$ cat config.mk
export PLATFORM = sky130hd
export DESIGN_NAME = scf_ctrl
export DESIGN_NICKNAME = d
export VERILOG_FILES = /design/src/hw/rtl/scf_pkg.sv /design/src/hw/rtl/scf_ctrl.sv
export SDC_FILE = /design/constraint.sdc
export NUM_CORES = 1
export LEC_CHECK = 0
export CAP_MARGIN = 20
export CORE_AREA = 5 5 42 44
export DETAILED_ROUTE_END_ITERATION = 8
export DIE_AREA = 0 0 47 49
export DONT_BUFFER_PORTS = 1
export PLACE_DENSITY_LB_ADDON = 0.05
export SLEW_MARGIN = 20
export SYNTH_ARGS = -nofsm -noshare
export SYNTH_HDL_FRONTEND = slang
export SYNTH_SLANG_ARGS = --single-unit
$ cat constraint.sdc
create_clock -name clk_i -period 2 [get_ports clk_i]
set_input_delay 0.3 -clock clk_i [delete_from_list [all_inputs] [get_ports clk_i]]
set_output_delay 0.3 -clock clk_i [all_outputs]
set_load 0.005 [all_outputs]
$ cat src/hw/rtl/scf_pkg.sv
// ----------------------------------------------------------------------------
// scf_pkg: shared types and constants
// Item formats, op codes, controller states and control/status bundles for
// the second-chance frame replacement unit.
// ----------------------------------------------------------------------------
`timescale 1ns / 1ps
`default_nettype none

package scf_pkg;

  localparam int FRAME_W    = 10;
  localparam int LINK_W     = FRAME_W + 1;
  localparam int FRAMES_DEF = 1024;

  localparam logic [LINK_W-1:0] LINK_NIL = {1'b1, {FRAME_W{1'b0}}};

  typedef enum logic [1:0] {
    OP_APPEND = 2'd0,
    OP_MARK   = 2'd1,
    OP_VICTIM = 2'd2
  } op_e;

  typedef struct packed {
    logic [1:0]         op;
    logic [FRAME_W-1:0] frame;
  } scf_in_t;

  typedef struct packed {
    logic [FRAME_W-1:0] victim;
    logic               status;
  } scf_out_t;

  typedef enum logic [3:0] {
    S_INIT,
    S_IDLE,
    S_DISP,
    S_APP_CHK,
    S_WALK,
    S_EVICT,
    S_CLR,
    S_RESP
  } state_e;

  typedef struct packed {
    logic load_item;
    logic init_clr;
    logic res_clear;
    logic res_status;
    logic mark;
    logic app_rd;
    logic app_link;
    logic vic_start;
    logic walk_found;
    logic walk_step;
    logic evict;
    logic unlink_clr;
    logic out_load;
  } cmd_t;

  typedef struct packed {
    logic [1:0] op;
    logic       init_last;
    logic       frame_ok;
    logic       head_nil;
    logic       in_queue;
    logic       acc_zero;
    logic       next_nil;
    logic       out_busy;
  } sts_t;

endpackage

`default_nettype wire

$ cat src/hw/rtl/scf_ctrl.sv
// ----------------------------------------------------------------------------
// scf_ctrl: sequencing state machine
// Clears memories after reset, dispatches items and steps the victim walk.
// ----------------------------------------------------------------------------
`timescale 1ns / 1ps
`default_nettype none

module scf_ctrl (
  input  logic          clk_i,
  input  logic          rst_ni,
  input  logic          in_valid_i,
  output logic          in_ready_o,
  input  scf_pkg::sts_t sts_i,
  output scf_pkg::cmd_t cmd_o
);

  import scf_pkg::*;

  state_e state_q, state_d;

  always_ff @(posedge clk_i or negedge rst_ni) begin
    if (!rst_ni) begin
      state_q <= S_INIT;
    end else begin
      state_q <= state_d;
    end
  end

  always_comb begin
    state_d    = state_q;
    cmd_o      = '0;
    in_ready_o = 1'b0;
    unique case (state_q)
      S_INIT: begin
        cmd_o.init_clr = 1'b1;
        if (sts_i.init_last) begin
          state_d = S_IDLE;
        end
      end
      S_IDLE: begin
        in_ready_o = 1'b1;
        if (in_valid_i) begin
          cmd_o.load_item = 1'b1;
          state_d         = S_DISP;
        end
      end
      S_DISP: begin
        cmd_o.res_clear = 1'b1;
        state_d         = S_RESP;
        if (sts_i.op == OP_APPEND) begin
          if (sts_i.frame_ok) begin
            cmd_o.app_rd = 1'b1;
            state_d      = S_APP_CHK;
          end
        end else if (sts_i.op == OP_MARK) begin
          cmd_o.mark = sts_i.frame_ok;
        end else if (sts_i.op == OP_VICTIM) begin
          if (sts_i.head_nil) begin
            cmd_o.res_status = 1'b1;
          end else begin
            cmd_o.vic_start = 1'b1;
            state_d         = S_WALK;
          end
        end
      end
      S_APP_CHK: begin
        cmd_o.app_link = !sts_i.in_queue;
        state_d        = S_RESP;
      end
      S_WALK: begin
        if (sts_i.acc_zero) begin
          cmd_o.walk_found = 1'b1;
          state_d          = S_CLR;
        end else begin
          cmd_o.walk_step = 1'b1;
          if (sts_i.next_nil) begin
            state_d = S_EVICT;
          end
        end
      end
      S_EVICT: begin
        cmd_o.evict = 1'b1;
        state_d     = S_RESP;
      end
      S_CLR: begin
        cmd_o.unlink_clr = 1'b1;
        state_d          = S_RESP;
      end
      S_RESP: begin
        if (!sts_i.out_busy) begin
          cmd_o.out_load = 1'b1;
          state_d        = S_IDLE;
        end
      end
      default: begin
        state_d = S_INIT;
      end
    endcase
  end

endmodule

`default_nettype wire

**Word level (Yosys, flattened, before mapping)**

Cells that the tools add are included.
W data, S select, Z words.

- Output and inout bits: 14
- Bits of input ports: 12
- Bits in registers: 4
- Word-level logic and storage cells: 55

- Mux-type cells: 36
- Eq/ne operators: 13
- Reduce and logical (&&, ||, !) cells: 5

Operators with widths:

| operator | number |
|---|---|
| $mux W4 | 9 |
| $pmux W4 S6 | 1 |
| $mux W1 | 22 |
| $eq A4 B3 Y1 const B | 4 |
| $eq A4 B2 Y1 const B | 2 |
| $mux W2 | 3 |
| $ne A2 B2 Y1 const B | 3 |
| $eq A4 B1 Y1 const B | 1 |
| $logic_not A4 Y1 | 1 |
| $reduce_and A4 Y1 | 1 |
| $mux W3 | 1 |
| $ne A3 B3 Y1 const B | 1 |
| $reduce_or A3 Y1 | 1 |
| $eq A2 B1 Y1 const B | 1 |
| $eq A2 B2 Y1 const B | 1 |
| $logic_not A2 Y1 | 1 |
| $logic_not A1 Y1 | 1 |

**Depth between registers and ports, before layout**

Gate-level depths: netlist of run 1.

- Depth in word-level cells: 5
- Mapped depth: 5
- Gate-level depth less buffers: 3

**Worst setup path before layout of run 1**

No wires, ideal clock.

- Path type: flip-flop to output port
- Start point: reg state_q[0]
- End point: out cmd_o[9] (netlist name)
- Arrival time: 1.042 ns
- Setup slack: 0.658 ns
- Path buffers: 1
- Stages on the path, launching flop included: 4
- Required time: 1.700 ns
- Cell sequence: dfrtp_1 > buf_2 > nor3b_2 > and4b_1

RTL lines:

| what | line | text |
|---|---|---|
| start: declaration | scf_ctrl.sv:19 | `state_e state_q, state_d;` |
| start signal: assignment | scf_ctrl.sv:25 | `state_q <= state_d;` |
| end: declaration | scf_ctrl.sv:14 | `output scf_pkg::cmd_t cmd_o` |

==> flow_summary.toml, run 1 <==
[grt]
antenna_found_initial = 0
grt_start_max_net_pins = 19
overflow = 0
grt_usage_pct = 8.67
grt_pass1_vias = 360
grt_pass1_wl_um = 1510

[clock_tree]
cts-resized-gates = 0
htreeDepth = 1
cts_tree = "done"
cts-root-buf = "clkbuf_4"
clock_sinks = 3
cts_buffers = 3
cts_max_path_buffers = 2
clock_latency_ns = 0.23
cts.clk_slew.worst_paths_ns = 0.04

[layout]
fillers = 162
drive_gt1_share_pct = 15.2
top_register = "state_q"
multi_input_area_um2 = 254
largest_register_ffs = 3
final_nets = 59
seq_area_um2 = 75.1
area_delta_synth_final_pct = 12.5
top_regs = "state_q (3)"
final_cell_area_um2 = 393
diodes = 0

[hold_path]
hold_depth = 2
hp-class = "input port to flop"

[synthesis]
synth_cells = 44
synthesis.area_um2 = 349
ys_ff_latch = 3
ys_warn_count = 0
postSynthAreaPerCell_um2 = 7.93
yosys.cell_types.count = 26
ys_seq_area_share_pct = 21.5
synth_nets = 56

[drt]
vias = 346
drt_first_iter_violations = 4
top_layer = "met3"
wirelength_um = 984
antenna_left = 0
met3_length_um = 127
routedWlPerCell_um = 15.9
avgViaCountPerCell = 5.58
dr_wl_met2_um = 485
firstDrtPassIters = 4
drcViolationCount = 0
wl_met1_um = 370

[power_and_ir_drop]
power.density_cell_area_nw_per_um2 = 1360
p_sw_uw = 245
seqPwrFrac_pct = 32.7
p_leak_nw = 0.148
p_sw_share_pct = 45.9
power_frac_clock_pct = 19.2
comb_power_share_pct = 48.1
ir_worst_vdd_mv = 0.341
internal_power_uw = 290

[setup_path]
path_depth = 2
worst_setup_path_end_kind = "primary output"
worst_ep_required_time_ns = 1.70
critPathBufInv = 0
critPathLaunchType = "flop"
cp_top_family = "simple AND/OR/NAND/NOR gates"
path_cells = "nor3b_2 > and4b_1"
cp_slowest_cell = "dfrtp_1"
crit_type = "flop to primary output"
max_stage_delay_ns = 0.56
r2r_cells = 3
cp_max_fo = 18
arrival_ns = 1.44

[place]
routabilityCongestion = 0.737
hpwlAfterDp_um = 774
post_dp_cell_area_um2 = 357
port_buffers = 0

[timing]
rsz0062_at_grt = "no"
fin_hold_ws_ns = 0.265
fin_tns_setup_ns = 0
finalSetupViolCount = 0
tightestPinTransition_ns = 0.541
min_period_ns = 1.74
timing.final.crit_share_pct = 87.1
slew_headroom_pct = 63.9
final-hold-violation-count = 0
max_freq_ghz = 0.574
worst_clock_skew_ns = 0.000773
slew_viol_final = 0

[die]
dieArea_um2 = 2300
fp.dieH_um = 49
coreArea_um2 = 1400
die_x_um = 47
start_util_pct = 24.9
row_count = 14
ioPinCount = 26

[run]
maxCapViolations = 0

[outcome]
status = "finished clean"
[worst paths after layout]
check / slack, ns / start / to
min in group asynchronous: 0.32 / rst_ni / state_q[1]
setup reg to reg: 0.54 / state_q[0] / state_q[0]
hold reg to reg: 0.72 / state_q[0] / state_q[2]
hold / removal: 0.27 / sts_i[0] / state_q[2]
setup / recovery: 0.26 / state_q[2] / cmd_o[9]
max in group asynchronous: 1.54 / rst_ni / state_q[0]
[worst register-to-register path, stage by stage, from the launching register on]
cell and delay (ns):
dfrtp_1 0.41, or4b_1 0.55, o22ai_2 0.18, a41oi_1 0.16
[cells by family after synthesis]
family | Yosys count | synth area share (%)
AO/OA/AOI/OAI | 7 | 16.5
buffers and inverters | 4 | 5.73
flip-flops | 3 | 21.5
AND/OR/NAND/NOR | 30 | 56.3
[cells in the mapped netlist (all sizes together)]
cell type | number | area, µm²
a211oi | 1 | 7.51
a21boi | 1 | 7.51
a21oi | 1 | 5.00
a311oi | 1 | 8.76
a41oi | 1 | 8.76
and2 | 1 | 6.26
and3 | 1 | 6.26
and3b | 2 | 17.5
and4 | 1 | 8.76
and4b | 1 | 10.0
and4bb | 1 | 12.5
buf | 3 | 15.0
clkbuf | 1 | 5.00
dfrtp | 3 | 75.1
nand2 | 5 | 18.8
nand3 | 1 | 5.00
nor2 | 6 | 22.5
nor2b | 1 | 6.26
nor3 | 3 | 15.0
nor3b | 3 | 32.5
nor4b | 1 | 8.76
o21a | 1 | 7.51
o22ai | 1 | 12.5
or3 | 1 | 6.26
or4b | 2 | 20.0
[layout by cell type, fill, tap and decap left out]
cell type,count
a211oi_1,1
a41oi_1,1
buf_4,1
clkbuf_4,3
and2_1,1
nor3b_1,1
clkbuf_1,1
or3_1,1
nor2b_1,1
or4b_1,2
nor4b_1,1
nand3_1,1
nand2_1,5
and3_1,1
a311oi_1,1
and4b_1,1
dlygate4sd3_1,1
a21boi_1,1
and4_1,1
a21oi_1,1
o21a_1,1
and4bb_1,1
o22ai_2,1
nor3b_2,2
nor2_1,6
and3b_1,2
nor3_1,3
dfrtp_1,3
[through the flow]
stage	total power [mW]	setup slack [ns]	utilization (%)	std cells
2_1_floorplan	0.381	0.658	-	44
3_3_place_gp	0.427	0.520	25.4	57
3_5_place_dp	0.434	0.476	25.4	57
4_1_cts	0.544	0.228	28.0	62
5_1_grt	0.582	0.133	28.0	62
6_report	0.535	0.258	28.0	62
[area by class of cell]
class / instances / area share, %
Multi-Input combinational cell: 37 / 64.6
Tap cell: 16 / 5.10
Timing Repair Buffer: 2 / 4.46
Clock buffer: 4 / 6.69
Sequential cell: 3 / 19.1
[metal layers]
metal  track usage [%]  vias up
met5                 0        -
li1                  -      169
met1              10.6      159
met3              2.58        0
met4              5.53        0
met2              12.7       18
[power groups by stage]
stage	sequential (mW)	clock (mW)	combinational, mW
global placement	0.172	0	0.256
detailed placement	0.176	0	0.258
global route	0.186	0.110	0.286
finish	0.175	0.103	0.258
floorplan	0.108	0	0.273
CTS	0.175	0.108	0.261
[what timing repair did]
| action | CTS | global route |
|---|---|---|
| hold endpoints to repair | 3 | 0 |
| buffers inserted | 0 | 0 |
| hold buffers | 1 | 0 |
(Power assumes the default switching activity.)
==> inputs of run 2 (changes only) <==
Clock period 2 ns to 1.5 ns, I/O delays scaled along.
==> run 2 against run 1 <==
Clock power grew 37%. Total power grew 67%. Hold slack lost 0.069 ns. Count of clock-buffer cells in the layout is the same. Final cell count grew 15%. Clock skew grew 0.0022 ns. Routed wire length grew 13%. Die area is the same. Sequential share of layout area shrank 3.0 points. Utilization grew 6.3 points. Sequential power grew 21%. Critical path type unchanged. Largest cell class unchanged.
==> flow_summary.toml, run 2 (same netlist as run 1, synthesis figures left out) <==
[drt]
drt_first_iter_violations = 4
vias = 400
antenna_left = 0
wirelength_um = 1110
firstDrtPassIters = 4
routedWlPerCell_um = 15.6
avgViaCountPerCell = 5.63
drcViolationCount = 0

[grt]
grt_usage_pct = 10.1
grt_start_max_net_pins = 15
antenna_found_initial = 0
grt_pass1_wl_um = 1660
grt_pass1_vias = 408
overflow = 0

[timing]
max_freq_ghz = 0.670
final-hold-violation-count = 0
slew_viol_final = 0
timing.final.crit_share_pct = 99.5
tightestPinTransition_ns = 0.308
min_period_ns = 1.49
fin_tns_setup_ns = 0
fin_ws_ns = 0.00802
slew_headroom_pct = 79.2
finalSetupViolCount = 0
worst_clock_skew_ns = 0.00293
rsz0062_at_grt = "yes"
fin_hold_ws_ns = 0.196

[clock_tree]
cts_tree = "done"
cts_buffers = 3
cts-root-buf = "clkbuf_4"
clock_latency_ns = 0.23
cts_max_path_buffers = 2
htreeDepth = 1
clock_sinks = 3
cts.clk_slew.worst_paths_ns = 0.04

[layout]
mostFrequentLayoutCell = "buf_4"
largest_register_ffs = 3
post-route-util_pct = 34.3
diodes = 0
area_delta_synth_final_pct = 37.6
layout_common_cells = "buf_4 (9), nor2_1 (5), nand2_1 (5)"
final_nets = 68
drive_gt1_share_pct = 36.4
top_register = "state_q"
top_regs = "state_q (3)"

[power_and_ir_drop]
ir_worst_vdd_mv = 0.694
power.density_cell_area_nw_per_um2 = 1860
p_total_uw = 892
p_leak_nw = 0.192

[die]
fp.dieH_um = 49
dieArea_um2 = 2300
die_x_um = 47
row_count = 14
ioPinCount = 26
coreArea_um2 = 1400
start_util_pct = 24.9

[setup_path]
worst_ep_required_time_ns = 1.27
crit_type = "flop to primary output"
arrival_ns = 1.27
cp_max_fo = 6
critPathLaunchType = "flop"
worst_setup_path_end_kind = "primary output"

[place]
routabilityCongestion = 0.814
hpwlAfterDp_um = 802
port_buffers = 0
dp_slack_ns = 0.0845

[hold_path]
hp-class = "input port to flop"

[run]
maxCapViolations = 0

[outcome]
status = "finished clean"
==> run 2: worst max-delay path: stages, from the launching register on <==
cell,delay [ns]
dfrtp_1,0.39
buf_4,0.16
nor3b_2,0.29
and2_1,0.19
==> run 2: path summary, 6_finish.rpt <==
check / from / endpoint / slack, ns / cells past startpoint
min in group asynchronous: rst_ni / state_q[0] / 0.25 / 1
worst max register to register: state_q[0] / state_q[0] / 0.10 / 3
worst min register to register: state_q[1] / state_q[2] / 0.68 / 2
worst min-delay path: sts_i[0] / state_q[2] / 0.20 / 2
worst max-delay path: state_q[0] / cmd_o[12] / 0.008 / 3
max in group asynchronous: rst_ni / state_q[1] / 1.09 / 1
==> run 2: cell type report <==
class | count | area, µm²
clock buffer | 4 | 26.3
multi-input combinational | 37 | 268
timing repair buffer | 11 | 88.8
sequential | 3 | 77.6
fill | 151 | 921
tap | 16 | 20.0
==> run 2: layer usage <==
layer	GRT usage, %	routed length [µm]
met5	0	0
met4	6.45	33
met3	5.90	131
met2	14.9	555
met1	10.4	387
==> run 2: through the flow <==
stage / instance area [µm²] / cells
after CTS: 458 / 69
after global placement: 379 / 60
final: 480 / 71
after detailed placement: 379 / 60
after floorplan: 349 / 44
after global routing: 480 / 71
==> run 2: timing repair <==
action	4_1_cts	5_1_grt
pin swaps	2	3
hold endpoints to repair	3	0
gates cloned	0	0
setup endpoints to repair	6	6
resized for setup	4	2
hold buffers	1	0
setup buffers	4	2
==> run 2: report_power, final <==
| part | internal [mW] | switching, mW | total [mW] |
|---|---|---|---|
| Clock | 0.0996 | 0.0412 | 0.141 |
| Sequential | 0.127 | 0.0838 | 0.211 |
| Combinational | 0.298 | 0.243 | 0.541 |
